==> src/rtl/calendar_date_day_arithmetic_macros.svh <==
// ----------------------------------------------------------------------------
// Calendar date day arithmetic - assertion macros
// Shorthand for the concurrent checks placed at the end of the top level.
// ----------------------------------------------------------------------------
`ifndef CALENDAR_DATE_DAY_ARITHMETIC_MACROS_SVH
`define CALENDAR_DATE_DAY_ARITHMETIC_MACROS_SVH

// Same-cycle implication, clocked on clk, off while rst_n is low.
`define CDDA_ASSERT_IMP(lbl, ante, cons, msg) \
  lbl: assert property (@(posedge clk) disable iff (!rst_n) (ante) |-> (cons)) else $error(msg);

// Next-cycle implication, clocked on clk, off while rst_n is low.
`define CDDA_ASSERT_NXT(lbl, ante, cons, msg) \
  lbl: assert property (@(posedge clk) disable iff (!rst_n) (ante) |=> (cons)) else $error(msg);

`endif

==> src/rtl/cdda_pkg.sv <==
// ----------------------------------------------------------------------------
// Calendar date day arithmetic - package
// Field widths, mode and status codes, and calendar length tables.
// ----------------------------------------------------------------------------
package cdda_pkg;

  localparam int BASE_YEAR     = 2000;
  localparam int YEAR_SPAN_DEF = 256;

  localparam int MODE_W  = 2;
  localparam int DAY_W   = 5;
  localparam int MONTH_W = 4;
  localparam int YEAR_W  = 12;
  localparam int COUNT_W = 17;
  localparam int DIFF_W  = 18;
  localparam int STAT_W  = 2;

  localparam int DIFF_MAX = 131071;
  localparam int DIFF_MIN = -131072;

  localparam int MONTHS = 12;

  typedef enum logic [MODE_W-1:0] {
    MODE_SET = 2'd0,
    MODE_ADD = 2'd1,
    MODE_SUB = 2'd2,
    MODE_CMP = 2'd3
  } mode_t;

  typedef enum logic [STAT_W-1:0] {
    ST_OK          = 2'd0,
    ST_INVALID     = 2'd1,
    ST_CLAMP_START = 2'd2,
    ST_CLAMP_END   = 2'd3
  } status_t;

  // Days in a month; months outside 1..12 never reach this in use.
  function automatic logic [DAY_W-1:0] month_len(input logic [MONTH_W-1:0] m,
                                                 input logic leap);
    logic [DAY_W-1:0] len;
    unique case (m)
      4'd2:                      len = leap ? 5'd29 : 5'd28;
      4'd4, 4'd6, 4'd9, 4'd11:   len = 5'd30;
      default:                   len = 5'd31;
    endcase
    return len;
  endfunction

  function automatic logic [8:0] year_len(input logic leap);
    return leap ? 9'd366 : 9'd365;
  endfunction

endpackage

==> src/rtl/cdda_ifs.sv <==
// ----------------------------------------------------------------------------
// Calendar date day arithmetic - channel interfaces
// Valid/ready channels for the request item and the result item.
// ----------------------------------------------------------------------------
interface cdda_in_if;
  import cdda_pkg::*;

  logic               valid;
  logic               ready;
  logic [MODE_W-1:0]  mode;
  logic [DAY_W-1:0]   new_day;
  logic [MONTH_W-1:0] new_month;
  logic [YEAR_W-1:0]  new_year;
  logic [COUNT_W-1:0] day_count;

  modport source (output valid, mode, new_day, new_month, new_year, day_count,
                  input ready);
  modport sink   (input valid, mode, new_day, new_month, new_year, day_count,
                  output ready);
endinterface

interface cdda_out_if;
  import cdda_pkg::*;

  logic                     valid;
  logic                     ready;
  logic [DAY_W-1:0]         out_day;
  logic [MONTH_W-1:0]       out_month;
  logic [YEAR_W-1:0]        out_year;
  logic                     leap_flag;
  logic signed [DIFF_W-1:0] difference;
  logic                     is_equal;
  logic                     is_less;
  logic                     is_greater;
  logic [STAT_W-1:0]        status;

  modport source (output valid, out_day, out_month, out_year, leap_flag, difference,
                  is_equal, is_less, is_greater, status,
                  input ready);
  modport sink   (input valid, out_day, out_month, out_year, leap_flag, difference,
                  is_equal, is_less, is_greater, status,
                  output ready);
endinterface

==> src/rtl/calendar_date_day_arithmetic.sv <==
// Throughput: one item at a time; the year walk (one year per cycle) and the
//   month walk (one month per cycle) through a single adder set the figure.
// A finished result sits in the output register, so the next item is taken
//   while the previous result still waits.
// Reset (rst_n low, synchronous): current date 2000-01-01, no result pending.
// ----------------------------------------------------------------------------
// Calendar date day arithmetic - top level
// Keeps a current Gregorian date and a running day number since 2000-01-01.
// Set, add, subtract and compare run through one shared add/compare unit
// that walks years, then months, under a small sequencer.
// ----------------------------------------------------------------------------
`include "calendar_date_day_arithmetic_macros.svh"

module calendar_date_day_arithmetic #(
  parameter int YEAR_SPAN = cdda_pkg::YEAR_SPAN_DEF
) (
  input  logic       clk,
  input  logic       rst_n,
  cdda_in_if.sink    in_ch,
  cdda_out_if.source out_ch
);
  import cdda_pkg::*;

  // Year offset width, last valid day number and day-number width.
  localparam int OFFW      = (YEAR_SPAN > 1) ? $clog2(YEAR_SPAN) : 1;
  localparam int END_YEAR  = BASE_YEAR + YEAR_SPAN - 1;
  localparam int LEAPS     = (END_YEAR / 4 - (BASE_YEAR - 1) / 4)
                           - (END_YEAR / 100 - (BASE_YEAR - 1) / 100)
                           + (END_YEAR / 400 - (BASE_YEAR - 1) / 400);
  localparam int LAST_DAY  = 365 * YEAR_SPAN + LEAPS - 1;
  localparam int DAYW      = $clog2(LAST_DAY + (1 << COUNT_W) + 1);
  localparam int DW        = DAYW + 1;
  localparam int LAST_OFF  = YEAR_SPAN - 1;

  typedef enum logic [3:0] {
    S_IDLE, S_PREP, S_TY, S_TM, S_TFIN, S_CMPD, S_FY, S_FM, S_DONE
  } state_t;

  // Sequencer and current date.
  state_t              state_r, state_nxt;
  logic [DAY_W-1:0]    cur_day_r, cur_day_nxt;
  logic [MONTH_W-1:0]  cur_mon_r, cur_mon_nxt;
  logic [OFFW-1:0]     cur_off_r, cur_off_nxt;
  logic                cur_leap_r, cur_leap_nxt;
  logic [DAYW-1:0]     cur_days_r, cur_days_nxt;

  // Latched request.
  mode_t               mode_r, mode_nxt;
  logic [DAY_W-1:0]    nd_r, nd_nxt;
  logic [MONTH_W-1:0]  nm_r, nm_nxt;
  logic [OFFW-1:0]     tgt_off_r, tgt_off_nxt;
  logic                yr_ok_r, yr_ok_nxt;
  logic [COUNT_W-1:0]  cnt_r, cnt_nxt;

  // Walk registers: year offset with its remainders, month, day accumulator.
  logic [OFFW-1:0]     off_r, off_nxt;
  logic [1:0]          mod4_r, mod4_nxt;
  logic [6:0]          mod100_r, mod100_nxt;
  logic [8:0]          mod400_r, mod400_nxt;
  logic [MONTH_W-1:0]  mon_r, mon_nxt;
  logic [DAYW-1:0]     acc_r, acc_nxt;
  logic [DAYW-1:0]     g_r, g_nxt;

  // Result under construction.
  logic signed [DW-1:0] diff_r, diff_nxt;
  logic                 eq_r, eq_nxt, lt_r, lt_nxt, gt_r, gt_nxt;
  status_t              stat_r, stat_nxt;

  // Output register.
  logic                     ov_r, ov_nxt;
  logic [DAY_W-1:0]         o_day_r, o_day_nxt;
  logic [MONTH_W-1:0]       o_mon_r, o_mon_nxt;
  logic [YEAR_W-1:0]        o_year_r, o_year_nxt;
  logic                     o_leap_r, o_leap_nxt;
  logic signed [DIFF_W-1:0] o_diff_r, o_diff_nxt;
  logic                     o_eq_r, o_eq_nxt, o_lt_r, o_lt_nxt, o_gt_r, o_gt_nxt;
  logic [STAT_W-1:0]        o_stat_r, o_stat_nxt;

  // Shared datapath terms.
  logic                 leap_w;
  logic [8:0]           ylen_w;
  logic [DAY_W-1:0]     mlen_w;
  logic [DAY_W-1:0]     mlen_given_w;
  logic [DW-1:0]        sub_y_w;
  logic [DW-1:0]        sub_m_w;
  logic [DAYW-1:0]      sum_add_w;
  logic [12:0]          yr_rel_w;
  logic [12:0]          yr_full_w;
  logic                 in_acc_w;
  logic                 out_free_w;
  logic signed [DIFF_W-1:0] diff_sat_w;

  // Terms watched by the checks.
  logic                 cur_date_ok_w;
  logic                 days_ok_w;
  logic                 done_go_w;

  assign in_acc_w   = in_ch.valid && in_ch.ready;
  assign out_free_w = !ov_r || out_ch.ready;

  // Leap rule on the walked year, tracked by running remainders.
  assign leap_w       = (mod4_r == 2'd0) && ((mod100_r != 7'd0) || (mod400_r == 9'd0));
  assign ylen_w       = year_len(leap_w);
  assign mlen_w       = month_len(mon_r, leap_w);
  assign mlen_given_w = month_len(nm_r, leap_w);
  assign sub_y_w      = {1'b0, acc_r} - DW'(ylen_w);
  assign sub_m_w      = {1'b0, acc_r} - DW'(mlen_w);
  assign sum_add_w    = cur_days_r + DAYW'(cnt_r);
  assign yr_rel_w     = 13'(in_ch.new_year) - 13'(BASE_YEAR);
  assign yr_full_w    = 13'(BASE_YEAR) + 13'(cur_off_r);

  // Clip the wide difference into the 18-bit result field.
  always_comb begin
    if (diff_r > $signed(DW'(DIFF_MAX))) begin
      diff_sat_w = 18'sh1FFFF;
    end else if (diff_r < $signed(DW'(DIFF_MIN))) begin
      diff_sat_w = 18'sh20000;
    end else begin
      diff_sat_w = diff_r[DIFF_W-1:0];
    end
  end

  always_comb begin
    state_nxt    = state_r;
    cur_day_nxt  = cur_day_r;
    cur_mon_nxt  = cur_mon_r;
    cur_off_nxt  = cur_off_r;
    cur_leap_nxt = cur_leap_r;
    cur_days_nxt = cur_days_r;
    mode_nxt     = mode_r;
    nd_nxt       = nd_r;
    nm_nxt       = nm_r;
    tgt_off_nxt  = tgt_off_r;
    yr_ok_nxt    = yr_ok_r;
    cnt_nxt      = cnt_r;
    off_nxt      = off_r;
    mod4_nxt     = mod4_r;
    mod100_nxt   = mod100_r;
    mod400_nxt   = mod400_r;
    mon_nxt      = mon_r;
    acc_nxt      = acc_r;
    g_nxt        = g_r;
    diff_nxt     = diff_r;
    eq_nxt       = eq_r;
    lt_nxt       = lt_r;
    gt_nxt       = gt_r;
    stat_nxt     = stat_r;
    ov_nxt       = ov_r && !out_ch.ready;
    o_day_nxt    = o_day_r;
    o_mon_nxt    = o_mon_r;
    o_year_nxt   = o_year_r;
    o_leap_nxt   = o_leap_r;
    o_diff_nxt   = o_diff_r;
    o_eq_nxt     = o_eq_r;
    o_lt_nxt     = o_lt_r;
    o_gt_nxt     = o_gt_r;
    o_stat_nxt   = o_stat_r;

    unique case (state_r)
      S_IDLE: begin
        if (in_acc_w) begin
          // Latch the item and rewind the walk to 2000-01.
          mode_nxt    = mode_t'(in_ch.mode);
          nd_nxt      = in_ch.new_day;
          nm_nxt      = in_ch.new_month;
          cnt_nxt     = in_ch.day_count;
          yr_ok_nxt   = (in_ch.new_year >= YEAR_W'(BASE_YEAR))
                        && (yr_rel_w < 13'(YEAR_SPAN));
          tgt_off_nxt = yr_rel_w[OFFW-1:0];
          off_nxt     = '0;
          mod4_nxt    = '0;
          mod100_nxt  = '0;
          mod400_nxt  = '0;
          mon_nxt     = MONTH_W'(1);
          acc_nxt     = '0;
          diff_nxt    = '0;
          eq_nxt      = 1'b0;
          lt_nxt      = 1'b0;
          gt_nxt      = 1'b0;
          stat_nxt    = ST_OK;
          state_nxt   = S_PREP;
        end
      end

      S_PREP: begin
        case (mode_r)
          MODE_SET, MODE_CMP: begin
            if (yr_ok_r && (nm_r != '0) && (nm_r <= MONTH_W'(MONTHS)) && (nd_r != '0)) begin
              state_nxt = S_TY;
            end else if (mode_r == MODE_SET) begin
              cur_day_nxt  = DAY_W'(1);
              cur_mon_nxt  = MONTH_W'(1);
              cur_off_nxt  = '0;
              cur_leap_nxt = 1'b1;
              cur_days_nxt = '0;
              stat_nxt     = ST_INVALID;
              state_nxt    = S_DONE;
            end else begin
              g_nxt     = '0;
              stat_nxt  = ST_INVALID;
              state_nxt = S_CMPD;
            end
          end
          MODE_ADD: begin
            if (sum_add_w > DAYW'(LAST_DAY)) begin
              acc_nxt  = DAYW'(LAST_DAY);
              stat_nxt = ST_CLAMP_END;
            end else begin
              acc_nxt = sum_add_w;
            end
            state_nxt = S_FY;
          end
          default: begin
            if (DAYW'(cnt_r) > cur_days_r) begin
              acc_nxt  = '0;
              stat_nxt = ST_CLAMP_START;
            end else begin
              acc_nxt = cur_days_r - DAYW'(cnt_r);
            end
            state_nxt = S_FY;
          end
        endcase
      end

      // Date to day number: add whole years up to the target year.
      S_TY: begin
        if (off_r == tgt_off_r) begin
          state_nxt = S_TM;
        end else begin
          acc_nxt    = acc_r + DAYW'(ylen_w);
          off_nxt    = off_r + 1'b1;
          mod4_nxt   = mod4_r + 1'b1;
          mod100_nxt = (mod100_r == 7'd99) ? 7'd0 : mod100_r + 1'b1;
          mod400_nxt = (mod400_r == 9'd399) ? 9'd0 : mod400_r + 1'b1;
        end
      end

      // Then whole months up to the target month.
      S_TM: begin
        if (mon_r == nm_r) begin
          state_nxt = S_TFIN;
        end else begin
          acc_nxt = acc_r + DAYW'(mlen_w);
          mon_nxt = mon_r + 1'b1;
        end
      end

      // Check the day against the month length now that leap is known.
      S_TFIN: begin
        if (nd_r > mlen_given_w) begin
          stat_nxt = ST_INVALID;
          if (mode_r == MODE_SET) begin
            cur_day_nxt  = DAY_W'(1);
            cur_mon_nxt  = MONTH_W'(1);
            cur_off_nxt  = '0;
            cur_leap_nxt = 1'b1;
            cur_days_nxt = '0;
            state_nxt    = S_DONE;
          end else begin
            g_nxt     = '0;
            state_nxt = S_CMPD;
          end
        end else begin
          g_nxt = acc_r + DAYW'(nd_r) - DAYW'(1);
          if (mode_r == MODE_SET) begin
            cur_day_nxt  = nd_r;
            cur_mon_nxt  = nm_r;
            cur_off_nxt  = tgt_off_r;
            cur_leap_nxt = leap_w;
            cur_days_nxt = acc_r + DAYW'(nd_r) - DAYW'(1);
            state_nxt    = S_DONE;
          end else begin
            state_nxt = S_CMPD;
          end
        end
      end

      S_CMPD: begin
        diff_nxt  = $signed({1'b0, cur_days_r}) - $signed({1'b0, g_r});
        eq_nxt    = (cur_days_r == g_r);
        lt_nxt    = (cur_days_r < g_r);
        gt_nxt    = (cur_days_r > g_r);
        state_nxt = S_DONE;
      end

      // Day number to date: peel whole years while they fit.
      S_FY: begin
        if ((13'(off_r) < 13'(LAST_OFF)) && !sub_y_w[DAYW]) begin
          acc_nxt    = sub_y_w[DAYW-1:0];
          off_nxt    = off_r + 1'b1;
          mod4_nxt   = mod4_r + 1'b1;
          mod100_nxt = (mod100_r == 7'd99) ? 7'd0 : mod100_r + 1'b1;
          mod400_nxt = (mod400_r == 9'd399) ? 9'd0 : mod400_r + 1'b1;
        end else begin
          cur_days_nxt = (mode_r == MODE_ADD) ? sum_add_w : cur_days_r - DAYW'(cnt_r);
          if (stat_r == ST_CLAMP_END) begin
            cur_days_nxt = DAYW'(LAST_DAY);
          end else if (stat_r == ST_CLAMP_START) begin
            cur_days_nxt = '0;
          end
          state_nxt = S_FM;
        end
      end

      // Then whole months; the remainder is the day.
      S_FM: begin
        if ((mon_r < MONTH_W'(MONTHS)) && !sub_m_w[DAYW]) begin
          acc_nxt = sub_m_w[DAYW-1:0];
          mon_nxt = mon_r + 1'b1;
        end else begin
          cur_day_nxt  = acc_r[DAY_W-1:0] + 1'b1;
          cur_mon_nxt  = mon_r;
          cur_off_nxt  = off_r;
          cur_leap_nxt = leap_w;
          state_nxt    = S_DONE;
        end
      end

      // Hold here until the output register is free.
      S_DONE: begin
        if (out_free_w) begin
          ov_nxt     = 1'b1;
          o_day_nxt  = cur_day_r;
          o_mon_nxt  = cur_mon_r;
          o_year_nxt = yr_full_w[YEAR_W-1:0];
          o_leap_nxt = cur_leap_r;
          o_diff_nxt = diff_sat_w;
          o_eq_nxt   = eq_r;
          o_lt_nxt   = lt_r;
          o_gt_nxt   = gt_r;
          o_stat_nxt = stat_r;
          state_nxt  = S_IDLE;
        end
      end

      default: state_nxt = S_IDLE;
    endcase
  end

  always_ff @(posedge clk) begin
    if (!rst_n) begin
      state_r    <= S_IDLE;
      cur_day_r  <= DAY_W'(1);
      cur_mon_r  <= MONTH_W'(1);
      cur_off_r  <= '0;
      cur_leap_r <= 1'b1;
      cur_days_r <= '0;
      ov_r       <= 1'b0;
    end else begin
      state_r    <= state_nxt;
      cur_day_r  <= cur_day_nxt;
      cur_mon_r  <= cur_mon_nxt;
      cur_off_r  <= cur_off_nxt;
      cur_leap_r <= cur_leap_nxt;
      cur_days_r <= cur_days_nxt;
      ov_r       <= ov_nxt;
    end
    mode_r    <= mode_nxt;
    nd_r      <= nd_nxt;
    nm_r      <= nm_nxt;
    tgt_off_r <= tgt_off_nxt;
    yr_ok_r   <= yr_ok_nxt;
    cnt_r     <= cnt_nxt;
    off_r     <= off_nxt;
    mod4_r    <= mod4_nxt;
    mod100_r  <= mod100_nxt;
    mod400_r  <= mod400_nxt;
    mon_r     <= mon_nxt;
    acc_r     <= acc_nxt;
    g_r       <= g_nxt;
    diff_r    <= diff_nxt;
    eq_r      <= eq_nxt;
    lt_r      <= lt_nxt;
    gt_r      <= gt_nxt;
    stat_r    <= stat_nxt;
    o_day_r   <= o_day_nxt;
    o_mon_r   <= o_mon_nxt;
    o_year_r  <= o_year_nxt;
    o_leap_r  <= o_leap_nxt;
    o_diff_r  <= o_diff_nxt;
    o_eq_r    <= o_eq_nxt;
    o_lt_r    <= o_lt_nxt;
    o_gt_r    <= o_gt_nxt;
    o_stat_r  <= o_stat_nxt;
  end

  // Channel ports.
  assign in_ch.ready       = (state_r == S_IDLE);
  assign out_ch.valid      = ov_r;
  assign out_ch.out_day    = o_day_r;
  assign out_ch.out_month  = o_mon_r;
  assign out_ch.out_year   = o_year_r;
  assign out_ch.leap_flag  = o_leap_r;
  assign out_ch.difference = o_diff_r;
  assign out_ch.is_equal   = o_eq_r;
  assign out_ch.is_less    = o_lt_r;
  assign out_ch.is_greater = o_gt_r;
  assign out_ch.status     = o_stat_r;

  // Checks: the held date is always a real calendar date, its day number is
  // inside the span while idle, and a finished item always lands in the output register.
  assign cur_date_ok_w = (cur_mon_r != '0) && (cur_mon_r <= MONTH_W'(MONTHS))
                         && (cur_day_r != '0)
                         && (cur_day_r <= month_len(cur_mon_r, cur_leap_r));
  assign days_ok_w     = (cur_days_r <= DAYW'(LAST_DAY));
  assign done_go_w     = (state_r == S_DONE) && out_free_w;

  `CDDA_ASSERT_IMP(a_cur_date_real, 1'b1, cur_date_ok_w, "current date is not a calendar date")
  `CDDA_ASSERT_IMP(a_day_number_span, state_r == S_IDLE, days_ok_w, "day number beyond span")
  `CDDA_ASSERT_NXT(a_result_loaded, done_go_w, ov_r && (state_r == S_IDLE), "result not loaded")

endmodule
==> src/flat_wrapper.sv <==
// flat-port wrapper written by rule: the top's interface ports become plain ports
module calendar_date_day_arithmetic_flat import cdda_pkg::*;
#(
  parameter int YEAR_SPAN = cdda_pkg::YEAR_SPAN_DEF
)
  (clk, rst_n, in_ch_valid, in_ch_mode, in_ch_new_day, in_ch_new_month, in_ch_new_year, in_ch_day_count, in_ch_ready, out_ch_valid, out_ch_out_day, out_ch_out_month, out_ch_out_year, out_ch_leap_flag, out_ch_difference, out_ch_is_equal, out_ch_is_less, out_ch_is_greater, out_ch_status, out_ch_ready);
  cdda_in_if in_ch_i ();
  cdda_out_if out_ch_i ();
  input  logic clk;
  input  logic rst_n;
  input wire logic [$bits(in_ch_i.valid)-1:0] in_ch_valid;
  input wire logic [$bits(in_ch_i.mode)-1:0] in_ch_mode;
  input wire logic [$bits(in_ch_i.new_day)-1:0] in_ch_new_day;
  input wire logic [$bits(in_ch_i.new_month)-1:0] in_ch_new_month;
  input wire logic [$bits(in_ch_i.new_year)-1:0] in_ch_new_year;
  input wire logic [$bits(in_ch_i.day_count)-1:0] in_ch_day_count;
  output wire logic [$bits(in_ch_i.ready)-1:0] in_ch_ready;
  output wire logic [$bits(out_ch_i.valid)-1:0] out_ch_valid;
  output wire logic [$bits(out_ch_i.out_day)-1:0] out_ch_out_day;
  output wire logic [$bits(out_ch_i.out_month)-1:0] out_ch_out_month;
  output wire logic [$bits(out_ch_i.out_year)-1:0] out_ch_out_year;
  output wire logic [$bits(out_ch_i.leap_flag)-1:0] out_ch_leap_flag;
  output wire logic [$bits(out_ch_i.difference)-1:0] out_ch_difference;
  output wire logic [$bits(out_ch_i.is_equal)-1:0] out_ch_is_equal;
  output wire logic [$bits(out_ch_i.is_less)-1:0] out_ch_is_less;
  output wire logic [$bits(out_ch_i.is_greater)-1:0] out_ch_is_greater;
  output wire logic [$bits(out_ch_i.status)-1:0] out_ch_status;
  input wire logic [$bits(out_ch_i.ready)-1:0] out_ch_ready;
  assign in_ch_i.valid = in_ch_valid;
  assign in_ch_i.mode = in_ch_mode;
  assign in_ch_i.new_day = in_ch_new_day;
  assign in_ch_i.new_month = in_ch_new_month;
  assign in_ch_i.new_year = in_ch_new_year;
  assign in_ch_i.day_count = in_ch_day_count;
  assign in_ch_ready = in_ch_i.ready;
  assign out_ch_valid = out_ch_i.valid;
  assign out_ch_out_day = out_ch_i.out_day;
  assign out_ch_out_month = out_ch_i.out_month;
  assign out_ch_out_year = out_ch_i.out_year;
  assign out_ch_leap_flag = out_ch_i.leap_flag;
  assign out_ch_difference = out_ch_i.difference;
  assign out_ch_is_equal = out_ch_i.is_equal;
  assign out_ch_is_less = out_ch_i.is_less;
  assign out_ch_is_greater = out_ch_i.is_greater;
  assign out_ch_status = out_ch_i.status;
  assign out_ch_i.ready = out_ch_ready;
  calendar_date_day_arithmetic #(.YEAR_SPAN(YEAR_SPAN)) u_core (.clk(clk), .rst_n(rst_n), .in_ch(in_ch_i), .out_ch(out_ch_i));
endmodule
==> config.mk <==
export PLATFORM = sky130hd
export DESIGN_NAME = calendar_date_day_arithmetic_flat
export DESIGN_NICKNAME = d
export VERILOG_FILES = /design/src/rtl/cdda_pkg.sv /design/src/rtl/cdda_ifs.sv /design/src/rtl/calendar_date_day_arithmetic.sv /design/src/flat_wrapper.sv
export VERILOG_INCLUDE_DIRS = /design/src /design/src/rtl
export SDC_FILE = /design/constraint.sdc
export NUM_CORES = 1
export LEC_CHECK = 0
export ABC_CLOCK_PERIOD_IN_PS = 6650
export BUFFER_PORTS_ARGS = -buffer_cell sky130_fd_sc_hd__buf_2
export CAP_MARGIN = 40
export CORE_AREA = 2 2 166 201
export CTS_CLUSTER_SIZE = 10
export DETAILED_ROUTE_END_ITERATION = 12
export DIE_AREA = 0 0 168 203
export GPL_ROUTABILITY_DRIVEN = 1
export HOLD_SLACK_MARGIN = 0.05
export PLACE_DENSITY = 0.72
export RECOVER_POWER = 100
export SLEW_MARGIN = 10
export SYNTH_ARGS = -nofsm -noshare
export SYNTH_HDL_FRONTEND = slang
export SYNTH_SLANG_ARGS = --single-unit
export TNS_END_PERCENT = 5
==> constraint.sdc <==
create_clock -name clk -period 6.65 [get_ports clk]
set_clock_uncertainty 0.1 [all_clocks]
set_input_delay 0.3325 -clock clk [delete_from_list [all_inputs] [get_ports clk]]
set_output_delay 0.3325 -clock clk [all_outputs]
set_load 0.02 [all_outputs]
=== Yosys cells after proc, flatten, opt, wreduce, memory -nomap -nowiden ===
Index checks and enable logic that the tools add are counted.

* Flip-flop bits (word level): 213
* Latch bits: 0
* Memory bits (writable): 0
* Bits in read-only memories: 0
* Input bits: 44
* Output and inout port bits: 47
* Word-level logic and storage cells: 254
* Memories kept: 0

* Add/sub/neg operators: 17
* Multiply operators: 0
* Div/mod/pow operators: 0
* $lt $le $gt $ge: 12
* Equality and inequality tests: 45
* Shift-type cells: 0
* Muxes and demuxes: 102
* Bitwise gates (word level): 0
* Reduce and logical (&&, ||, !) cells: 44

{| class="wikitable"
|+ Operators with widths
! kind !! count
|-
| 18-bit 2-to-1 mux || 21
|-
| 18-bit case mux with 6 select lines || 1
|-
| 8-bit 2-to-1 mux || 9
|-
| 18-bit case mux with 2 select lines || 2
|-
| 4-bit 2-to-1 mux || 17
|-
| 18-bit case mux with 3 select lines || 1
|-
| 8-bit case mux with 3 select lines || 2
|-
| 19-bit case mux with 2 select lines || 1
|-
| 18-bit by 5-bit adder with 18-bit output || 2
|-
| 9-bit 2-to-1 mux || 4
|-
| 4-bit case mux with 9 select lines || 1
|-
| 4-bit by 3-bit == test with 1-bit output, second input constant || 8
|-
| 5-bit 2-to-1 mux || 6
|-
| 7-bit 2-to-1 mux || 4
|-
| 9-bit case mux with 3 select lines || 1
|-
| 4-bit case mux with 3 select lines || 2
|-
| 7-bit case mux with 3 select lines || 1
|-
| 4-bit == test, second input constant || 5
|-
| 5-bit case mux with 2 select lines || 2
|-
| 19-bit by 18-bit greater-than comparator with 1-bit output, second input constant || 1
|-
| 19-bit by 18-bit < comparator with 1-bit output, second input constant || 1
|-
| 19-bit 2-to-1 mux || 1
|-
| 18-bit by 18-bit subtractor with 19-bit output || 1
|-
| 18-bit by 5-bit subtractor with 19-bit output || 1
|-
| other kinds (65) || 125
|}

=== Logic depth before layout (Yosys ltp) ===
Gate-level depths: netlist of the first run.

* Depth after elaboration: 10
* Depth in mapped cells: 22

=== Worst setup path before layout of the first run ===
OpenSTA, ideal clock, no wires.

* Path kind: reg2reg
* From: reg u_core.mod400_r[4]
* To: reg u_core.acc_r[0] (enable)
* Library setup time: 0.439 ns
* Arrival time: 4.635 ns
* Required time: 6.111 ns
* Setup slack: 1.476 ns
* Stages on the path, launching flop included: 18
* Buffers on the path: 1
* Clock period less this slack: 5.174 ns
* Path through: edfxtp_1 > clkbuf_1 > nor3_1 > nand3_1 > nand4_1 > nand2_1 > nand2_1 > nand2_1 > o21ai_0 > ha_1 > fa_1 > nor2_1 > a21oi_1 > o211ai_1 > o21ai_0 > a22o_1 > a22o_1 > nor4_1

* Longest elaborated chain between the ends: 10
* Elaborated cells on any way between the ends: 15

{| class="wikitable"
|+ RTL lines
! what !! line !! source
|-
| start, declared || calendar_date_day_arithmetic.sv:59 || <nowiki>logic [8:0] mod400_r, mod400_nxt;</nowiki>
|-
| start signal, assigned || calendar_date_day_arithmetic.sv:367 || <nowiki>mod400_r <= mod400_nxt;</nowiki>
|-
| 9-bit logical NOT (*) || calendar_date_day_arithmetic.sv:102 || <nowiki>assign leap_w = (mod4_r == 2'd0) && ((mod100_r != 7'd0) || (mod400_r == 9'd0));</nowiki>
|-
| 1-bit logical OR (*) || calendar_date_day_arithmetic.sv:102 ||
|-
| 1-bit logical AND (*) || calendar_date_day_arithmetic.sv:102 ||
|-
| 1-bit 2-to-1 mux || cdda_pkg.sv:42 || <nowiki>4'd2: len = leap ? 5'd29 : 5'd28;</nowiki>
|-
| 5-bit case mux with 2 select lines || cdda_pkg.sv:41 || <nowiki>unique case (m)</nowiki>
|-
| 18-bit by 5-bit subtractor with 19-bit output || calendar_date_day_arithmetic.sv:107 || <nowiki>assign sub_m_w = {1'b0, acc_r} - DW'(mlen_w);</nowiki>
|-
| 1-bit logical NOT || calendar_date_day_arithmetic.sv:307 || <nowiki>if ((mon_r < MONTH_W'(MONTHS)) && !sub_m_w[DAYW]) begin</nowiki>
|-
| 1-bit logical AND || calendar_date_day_arithmetic.sv:307 ||
|-
| 2-bit by 1-bit inequality test with 1-bit output (no line) || -- ||
|-
| 7-bit AND reduction (no line) (*) || -- ||
|-
| end signal, assigned || calendar_date_day_arithmetic.sv:369 || <nowiki>acc_r <= acc_nxt;</nowiki>
|-
| end, declared || calendar_date_day_arithmetic.sv:61 || <nowiki>logic [DAYW-1:0] acc_r, acc_nxt;</nowiki>
|}

Mark *: on every way between the ends. The rest lies on a longest branch, timed or not.
A chain may end at the register's enable or synchronous reset.

=== Worst setup path in the final report of the first run ===
* From: reg u_core.cnt_r[0]
* To: reg u_core.stat_r[0] (enable)

* Longest elaborated chain between the ends: 4
* Elaborated cells on any way between the ends: 6

{| class="wikitable"
|+ RTL lines
! what !! line !! source
|-
| start, declared || calendar_date_day_arithmetic.sv:53 || <nowiki>logic [COUNT_W-1:0] cnt_r, cnt_nxt;</nowiki>
|-
| start signal, assigned || calendar_date_day_arithmetic.sv:363 || <nowiki>cnt_r <= cnt_nxt;</nowiki>
|-
| 18-bit by 17-bit adder with 18-bit output || calendar_date_day_arithmetic.sv:108 || <nowiki>assign sum_add_w = cur_days_r + DAYW'(cnt_r);</nowiki>
|-
| 18-bit by 17-bit greater-than comparator with 1-bit output || calendar_date_day_arithmetic.sv:205 || <nowiki>if (sum_add_w > DAYW'(LAST_DAY)) begin</nowiki>
|-
| 3-bit by 2-bit inequality test with 1-bit output (no line) || -- ||
|-
| 6-bit AND reduction (no line) (*) || -- ||
|-
| end signal, assigned || calendar_date_day_arithmetic.sv:375 || <nowiki>stat_r <= stat_nxt;</nowiki>
|-
| end, declared || calendar_date_day_arithmetic.sv:67 || <nowiki>status_t stat_r, stat_nxt;</nowiki>
|}

Marks and branches as above.

==> metrics.cfg, run 1 <==
[outcome]
status=finished, violations left
violations=max-capacitance violations, max-slew violations

[sta]
fmax_ghz=0.191
hold_viol_final=0
period_needed_ns=5.23
setup_viol=0
slew_headroom=-0.180
setup_tns_ns=0
rsz0062_at_grt=false
slew_violations=22
setup_ws_ns=1.42
worstMarginPinSlew_ns=1.77
finalCritPeriodShare=0.787

[cts]
cts_sinks=212
cts_buffers=26
clk_pin_slew_ns=0.06
insertion_delay_ns=0.54
tritoncts=built
cts_root_buf=clkbuf_16
clockBufferDepth=3
ctsResizeCount=0
htreeDepth=1

[route]
viasPerCell=5.83
wl_mm=40.3
route.vias.total=12227
wl_per_cell_um=19.2
first_pass_iters=7
drt-initial-drc-count=1063
drtAntennaViolNets=0
drc=0

[critical_path]
crit_path_end_kind=register
crit_arrival_ns=5.42
crit_buf_inv=1
crit_required_ns=6.84
critPathLaunchType=register
slowest_delay_ns=0.88
path_delay_family=compound AO/OA/AOI/OAI gates
path_max_fanout=13
critPathKind=register to register
path_cells=ha_1, inv_1, fa_1, o21bai_1, a311oi_1, o21ai_0, o211ai_1, nand4b_1, o311ai_0, o211ai_2, a21oi_1, nand3_1, nor3b_1
cp_slowest_cell=a21oi_1

[die]
die_h_um=203
fp.dieArea_sq_um=34100
io-pin-count=91
core-area_sq_um=32000
core.rowCount=72
die_w_um=168
start_util=0.457

[finish]
final_nets=1849
finalNonFillerCells=2098
final_area_sq_um=16500
synthToLayoutAreaGrowth_pct=12.7
antenna_cells=0
nFillCells=2897
drive_above_1_share=0.0603

[placement]
dpl_worst_slack_ns=1.61
dp_hpwl_mm=30.6
place_congestion=0.974
placed_cells=2013
post_dp_cell_area_sq_um=15500
place.port_buffers=90

[global_routing]
grt_pass1_wl_mm=63.5
track_usage=0.235
antenna_found_initial=0
grt_pass1_vias=11922
grt_overflow=0
grt_max_degree=39

[yosys]
synth_edf_count=171
postSynth.asyncResetShare=0
avgSynthCellArea_sq_um=9.32
yosysTopAreaCell=edfxtp_1
synth_top_area_frac=0.351
ys.flop_type=edfxtp_1
synth_commonest_cells=edfxtp_1 (171), nor2_1 (160), inv_1 (137)
syn-instance-count=1567
seq_area_frac_synth=0.408
ys_ff_latch=212
yosysWarnings=0
synth_area_sq_um=14600
synth.area.top_cells=edfxtp_1 (35%), ha_1 (11%), dfxtp_1 (5.6%)
syn-num-nets=1745
yosysMostFrequentCell=edfxtp_1
yosysUniqueCellTypes=84

[pwr]
total_power_mw=7.62
power_density_nw_per_um2=463
max-vdd-ir-drop_v=0.000257
p_leak_nw=6.62

[job]
drv_cap=1

[hold_path]
min-delay-path-class=primary input to register

[registers in the layout, indices dropped and copies added (netlist names), 8 cells and up]
signal	cells
u_core.out_ch.difference	18
u_core.mod400_r	9
u_core.cur_off_r	8
u_core.acc_r	18
u_core.cnt_r	17
u_core.off_r	8
u_core.cur_days_r	18
u_core.g_r	18
u_core.diff_r	19
u_core.tgt_off_r	8
u_core.out_ch.out_year	11
[per-stage QoR]
| stage | util | hold slack, ns |
|---|---|---|
| global placement | 0.481 | 0.302 |
| global route | 0.515 | 0.0920 |
| CTS | 0.520 | 0.0614 |
| finish | 0.515 | 0.0690 |
| detailed placement | 0.484 | 0.306 |
| floorplan | - | 0.300 |
[cell usage in the layout, fill, tap and decap left out, types with 8 or more instances in the layout]
cell           synthesis  final
nand2b_1              12     12
a211o_1               17     17
a22oi_1               25     25
xnor2_1               72     72
xor2_1                30     30
and2_0                 2      8
o221ai_1              11     12
o21bai_1              11     11
a311oi_1               8      8
nor4_1                 9      9
dlygate4sd3_1          0     37
ha_1                 127    127
o22ai_1               13     13
edfxtp_1             171    171
a21o_1                30     30
nand2_1              133    133
buf_2                  5     41
clkbuf_1              55     74
o2bb2ai_1             13     13
nor2_1               160    159
nor3_1                26     26
o21ai_0               99    100
a21oi_1               87     88
a31oi_1               17     17
o211ai_1              18     18
nand3_1               33     34
or3_1                 14     14
dfxtp_1               41     41
inv_1                137    136
and3_1                21     21
a211oi_1              10     10
clkbuf_16              0     28
nor2b_1               19     19
[layout make-up]
cell class,count,area (sq um),share of cell area
Clock buffer,46,788,0.0479
Clock inverter,2,10.0,0.000608
Inverter,140,526,0.0319
Multi-Input combinational cell,1151,7850,0.477
Sequential cell,212,5960,0.362
Tap cell,407,509,0.0309
Timing Repair Buffer,140,823,0.0500
[report_power, final]
group	internal (mW)	switching, mW	total (mW)
logic	1.41	2.36	3.77
registers	2.05	0.468	2.52
clock network	0.794	0.538	1.33
total	4.25	3.37	7.62
[cells by family after synthesis]
family                   Yosys count  synth area share
flip-flops                       212             0.408
XOR/XNOR                         102            0.0612
buffers and inverters            204            0.0541
adder cells (fa/ha/maj)          134             0.118
AO/OA/AOI/OAI                    440             0.206
multiplexers                       7           0.00480
AND/OR/NAND/NOR                  468             0.148
[repair_timing]
action,CTS,global route
endpoints found under the hold margin,37,0
setup buffers,0,0
hold buffers,37,0
[worst paths after layout]
check / start / end / slack, ns / cells past startpoint
min reg2reg: u_core.gt_r / u_core.out_ch.is_greater / 0.32 / 0
min: in_ch_new_year[8] / u_core.yr_ok_r / 0.07 / 3
max reg2reg: u_core.cnt_r[0] / u_core.stat_r[0] / 1.42 / 13
max: u_core.cnt_r[0] / u_core.stat_r[0] / 1.42 / 13
[layer usage]
layer,GRT usage,part of all wire,up-vias
li1,-,-,5881
met1,0.282,0.40,5777
met2,0.407,0.48,453
met3,0.0277,0.057,116
met4,0.133,0.058,0
met5,0,0,-
[tightest hold or removal path, delay by kind of cell]
kind,cells,cell delay [ns]
buffers and inverters,1,0.10
XOR/XNOR,1,0.06
AND/OR/NAND/NOR,1,0.09
Note: power is estimated with default switching activity, not from simulation.
==> inputs of run 2 (changes only) <==
--- a/config.mk
+++ b/config.mk
@@ -6,7 +6,7 @@
 export SDC_FILE = /design/constraint.sdc
 export NUM_CORES = 1
 export LEC_CHECK = 0
-export ABC_CLOCK_PERIOD_IN_PS = 6650
+export ABC_CLOCK_PERIOD_IN_PS = 4400
 export BUFFER_PORTS_ARGS = -buffer_cell sky130_fd_sc_hd__buf_2
 export CAP_MARGIN = 40
 export CORE_AREA = 2 2 166 201
@@ -15,7 +15,7 @@
 export DIE_AREA = 0 0 168 203
 export GPL_ROUTABILITY_DRIVEN = 1
 export HOLD_SLACK_MARGIN = 0.05
-export PLACE_DENSITY = 0.72
+export PLACE_DENSITY = 0.74
 export RECOVER_POWER = 100
 export SLEW_MARGIN = 10
 export SYNTH_ARGS = -nofsm -noshare
==> constraint.sdc (replaced) <==
create_clock -name clk -period 4.4 [get_ports clk]
set_clock_uncertainty 0.1 [all_clocks]
set_input_delay 0.22 -clock clk [delete_from_list [all_inputs] [get_ports clk]]
set_output_delay 0.22 -clock clk [all_outputs]
set_load 0.02 [all_outputs]
==> run 2 against run 1 <==
Against the previous run:
- the run ends with max-capacitance violations left
- sequential power is 47% higher
- wire length is 0.92% higher
- hold slack better by 0.021 ns
- count of clock-buffer cells in the layout is 2 lower
- die area stayed put
- flip-flop and latch count stayed put
- cell count is 1.9% higher
==> metrics.cfg, run 2 (same netlist as run 1, synthesis figures left out) <==
[finish]
drive_above_1_share=0.0890
largest_reg_flops=19
mostFrequentLayoutCell=edfxtp_1
antenna_cells=0
final_nets=1889
post-route-util=0.528
final_cell_mix=edfxtp_1 (171), nor2_1 (157), inv_1 (136)
synthToLayoutAreaGrowth_pct=15.5
top_register=u_core.diff_r

[cts]
cts_root_buf=clkbuf_16
clk_pin_slew_ns=0.06
cts_sinks=212
clockBufferDepth=3
htreeDepth=1
tritoncts=built
cts_buffers=26
insertion_delay_ns=0.55

[sta]
period_needed_ns=4.23
setup_tns_ns=0
worstMarginPinSlew_ns=1.50
slew_headroom=0.00310
hold_viol_final=0
rsz0062_at_grt=true
fmax_ghz=0.236
hold_slack_ns=0.0896
setup_viol=0
finalCritPeriodShare=0.961
slew_violations=0

[critical_path]
critPathLaunchType=register
path_cells=nor4_2, nand3_1, nand4_1, nand2_2, nand2_1, nand2_1, o21ai_2, o21ba_2, ha_1, inv_1, fa_1, or3b_2, a21o_1, a21oi_2, o21bai_1, a31oi_1, nor2_2, and3_4, o221ai_1, and2_1, a211o_1
crit_path_end_kind=register
path_max_fanout=4
crit_arrival_ns=4.40
cp_slowest_cell=edfxtp_1
r2r-end=u_core.acc_r[14]
crit_buf_inv=1
worstReg2RegStart=u_core.mod400_r[2]
critPathKind=register to register
r2r_slack_ns=0.17
slowest_delay_ns=0.40
path_delay_family=simple AND/OR/NAND/NOR gates
r2r_cells=21
crit_required_ns=4.58
crit_top_cell=nand2_1

[outcome]
violations=max-capacitance violations
status=finished, violations left

[die]
fp.dieArea_sq_um=34100
core.rowCount=72
die_h_um=203
die_w_um=168
core-area_sq_um=32000
start_util=0.457
io-pin-count=91

[placement]
place_congestion=0.932
place.port_buffers=90
dp_hpwl_mm=30.8

[route]
drc=0
route.vias.total=12482
wl_per_cell_um=19.0
drt-initial-drc-count=1094
viasPerCell=5.84
wl_mm=40.7
drtAntennaViolNets=0
first_pass_iters=7

[global_routing]
antenna_found_initial=0
grt_pass1_wl_mm=64.0
grt_pass1_vias=12109
track_usage=0.233
grt_overflow=0
grt_max_degree=39

[pwr]
power_density_nw_per_um2=703
p_leak_nw=6.84
max-vdd-ir-drop_v=0.000384

[hold_path]
hold_depth=4
holdPathEnd=u_core.tgt_off_r[5]
min-delay-path-class=primary input to register
min_from=in_ch_new_year[5]

[job]
drv_cap=1

## run 2: changes by cell type in the layout (fill, tap and decap cells not counted), sizes merged
cell | previous run | this run
buf | 45 | 80
dlygate4sd3 | 37 | 40
bufinv | 0 | 1
## run 2: per-stage QoR
| stage | area [sq um] | worst slack, ns | instances | power, mW |
|---|---|---|---|---|
| 4_1_cts | 17000 | 0.0398 | 2135 | 11.8 |
| 3_5_place_dp | 15700 | -0.0848 | 2048 | 9.67 |
| 2_1_floorplan | 14600 | -0.0431 | 1567 | 7.85 |
| 3_3_place_gp | 15700 | 0.0527 | 2045 | 9.50 |
| 6_report | 16900 | 0.171 | 2137 | 11.9 |
| 5_1_grt | 16900 | -0.0353 | 2137 | 12.7 |
## run 2: cell type report
class	count	area [sq um]
Fill cell	2841	15100
Clock inverter	3	51.3
Timing Repair Buffer	180	1160
Tap cell	407	509
Inverter	140	526
Multi-Input combinational cell	1151	7920
Clock buffer	44	748
Sequential cell	212	5960
## run 2: worst max-delay path by stage
stage | from | end | slack, ns | cells past startpoint
after global placement | u_core.mod400_r[2] | u_core.acc_r[14] | 0.05 | 21
after global routing | u_core.mod400_r[2] | u_core.acc_r[12] | -0.04 | 21
after detailed placement | u_core.mod100_r[4] | u_core.acc_r[16] | -0.08 | 20
final | u_core.mod400_r[2] | u_core.acc_r[14] | 0.17 | 21
after CTS | u_core.mod100_r[4] | u_core.acc_r[16] | 0.04 | 20
after floorplan | u_core.mod400_r[4] | u_core.acc_r[0] | -0.04 | 17
## run 2: worst reg2reg max path, cell delays in order, from the launching register on
cell and delay [ns]:
edfxtp_1 0.40, nor4_2 0.31, nand3_1 0.12, nand4_1 0.13, nand2_2 0.10, nand2_1 0.08
nand2_1 0.06, o21ai_2 0.14, o21ba_2 0.14, ha_1 0.19, inv_1 0.07, fa_1 0.38
or3b_2 0.23, a21o_1 0.13, a21oi_2 0.07, o21bai_1 0.17, a31oi_1 0.13, nor2_2 0.21
and3_4 0.23, o221ai_1 0.11, and2_1 0.19, a211o_1 0.26
## run 2: power by group
part           internal, mW  switching [mW]  total (mW)
Sequential             3.09           0.625        3.71
Combinational          2.36            3.76        6.11
Clock                  1.21           0.825        2.03
## run 2: layer usage
layer	global-route usage	routed length, um
met2	0.418	19800
met4	0.0913	1710
met1	0.286	16500
met5	0	0
met3	0.0290	2670
## run 2: what timing repair did
item                       in CTS  in global routing
hold endpoints to repair       42                  0
buffers inserted                0                  2
pin swaps                       0                  5
gates resized for setup         4                  8
gates cloned                    0                  0
hold buffers                   40                  0
setup endpoints to repair       3                 38
==> inputs of run 3 (changes only) <==
--- a/config.mk
+++ b/config.mk
@@ -9,13 +9,13 @@
 export ABC_CLOCK_PERIOD_IN_PS = 4400
 export BUFFER_PORTS_ARGS = -buffer_cell sky130_fd_sc_hd__buf_2
 export CAP_MARGIN = 40
-export CORE_AREA = 2 2 166 201
+export CORE_AREA = 2 2 161 195
 export CTS_CLUSTER_SIZE = 10
 export DETAILED_ROUTE_END_ITERATION = 12
-export DIE_AREA = 0 0 168 203
+export DIE_AREA = 0 0 163 197
 export GPL_ROUTABILITY_DRIVEN = 1
 export HOLD_SLACK_MARGIN = 0.05
-export PLACE_DENSITY = 0.74
+export PLACE_DENSITY = 0.77
 export RECOVER_POWER = 100
 export SLEW_MARGIN = 10
 export SYNTH_ARGS = -nofsm -noshare
==> run 3 against run 2 <==
Against the previous run:
- the flow finishes with violations (max-capacitance violations, max-slew violations)
- non-clock buffer count shrank 4
- first-iteration DRC count shrank 3.1%
- sequential share of layout area up 0.071 points
- die area shrank 5.8%
- fmax up 1.4%
- critical path type unchanged
- design area fell by 0.20%
- setup slack better by 0.058 ns
- critical path depth fell by 1
- clock power barely moved
- combinational power is essentially flat
==> metrics.cfg, run 3 (same netlist as run 1, synthesis figures left out) <==
[outcome]
status=finished, violations left
violations=max-capacitance violations, max-slew violations

[cts]
insertion_delay_ns=0.54
clk_pin_slew_ns=0.06
cts_root_buf=clkbuf_16
htreeDepth=1
cts_buffers=26
clockBufferDepth=3
tritoncts=built
cts_sinks=212

[job]
drv_cap=2

[route]
route.vias.total=12526
first_pass_iters=6
drt-initial-drc-count=1060
wl_mm=40.2
drtAntennaViolNets=0
wl_per_cell_um=19.0
viasPerCell=5.90
drc=0

[critical_path]
path_max_fanout=4
crit_arrival_ns=4.33
critPathLaunchType=register
crit_path_end_kind=register
path_cells=nor3_4, nand4_1, nand2_2, nand2_1, nand2_1, o21ai_2, o21ba_2, ha_2, inv_1, fa_2, or3b_2, a21o_1, a21oi_2, o21bai_1, a31oi_1, nor2_2, and3_4, a32o_1, o22ai_1, o221ai_1
slowest_delay_ns=0.47
cp_slowest_cell=or3b_2
path_delay_family=compound AO/OA/AOI/OAI gates
critPathKind=register to register
crit_required_ns=4.56
crit_top_cell=nand2_1
crit_buf_inv=1

[sta]
finalCritPeriodShare=0.948
setup_tns_ns=0
slew_headroom=-0.205
setup_ws_ns=0.229
slew_violations=63
hold_viol_final=0
period_needed_ns=4.17
hold_slack_ns=0.0668
fmax_ghz=0.240
worstMarginPinSlew_ns=1.81
setup_viol=0

[placement]
dpl_worst_slack_ns=0.00704
place.port_buffers=90
post_dp_cell_area_sq_um=15700
dp_hpwl_mm=30.5
placed_cells=2031
place_congestion=0.961

[die]
die_w_um=163
core.rowCount=70
start_util=0.483
core-area_sq_um=30200
die_h_um=197
io-pin-count=91
fp.dieArea_sq_um=32100

[global_routing]
grt_max_degree=35
antenna_found_initial=0
grt_pass1_wl_mm=62.6
grt_overflow=0
grt_pass1_vias=11975
track_usage=0.245

[finish]
drive_above_1_share=0.0915
final_area_sq_um=16800
synthToLayoutAreaGrowth_pct=15.3
final_cell_mix=edfxtp_1 (171), nor2_1 (157), inv_1 (136)
nFillCells=2669
final_nets=1885
top_register=u_core.diff_r
post-route-util=0.557
antenna_cells=0
mostFrequentLayoutCell=edfxtp_1
largest_reg_flops=19
finalNonFillerCells=2123

[pwr]
total_power_mw=11.8
p_leak_nw=6.84
max-vdd-ir-drop_v=0.000396
power_density_nw_per_um2=703

[hold_path]
min-delay-path-class=primary input to register

run 3: changes by cell type in the layout (fill, tap and decap cells not counted), sizes merged:
cell / delta
clkbuf: -3
clkinv: +1
dlygate4sd3: -1
run 3: worst reg2reg max path, stage by stage, from the launching register on:
cell and delay [ns]:
edfxtp_1 0.45, nor3_4 0.24, nand4_1 0.13, nand2_2 0.15, nand2_1 0.07, nand2_1 0.08
o21ai_2 0.06, o21ba_2 0.21, ha_2 0.18, inv_1 0.07, fa_2 0.20, or3b_2 0.47
a21o_1 0.21, a21oi_2 0.18, o21bai_1 0.12, a31oi_1 0.19, nor2_2 0.08, and3_4 0.21
a32o_1 0.25, o22ai_1 0.14, o221ai_1 0.12
run 3: per-layer routing:
metal / up-vias / wire length, um / global-route usage
met1: 5952 / 16000 / 0.296
met4: 0 / 2070 / 0.122
met5: - / 0 / 0
li1: 5941 / - / -
met2: 504 / 19600 / 0.429
met3: 129 / 2560 / 0.0320
run 3: cell type report:
cell class	instances	area [sq um]	share of cell area
clock buffers	44	748	0.0444
clock inverters	4	56.3	0.00334
inverters	140	526	0.0312
multi-input cells	1151	7920	0.470
flip-flops and latches	212	5960	0.354
well taps	396	495	0.0294
repair buffers	176	1140	0.0678
run 3: repair_timing:
item,in CTS,in global routing
cloned,0,0
resized for setup,1,14
hold endpoints to repair,41,0
setup buffers,0,3
setup endpoints to repair,1,58
pin swaps,1,4
hold buffers,39,0
run 3: worst paths after layout:
kind | cells after the start | slack (ns) | from | endpoint
min reg2reg | 0 | 0.31 | u_core.eq_r | u_core.out_ch.is_equal
max reg2reg | 20 | 0.23 | u_core.mod100_r[4] | u_core.acc_r[16]
max | 20 | 0.23 | u_core.mod100_r[4] | u_core.acc_r[16]
min | 3 | 0.07 | in_ch_valid | u_core.state_r[1]
run 3: power by group:
part	switching (mW)	total [mW]	internal, mW
clock	0.823	2.03	1.21
combinational	3.74	6.09	2.35
sequential	0.620	3.71	3.09
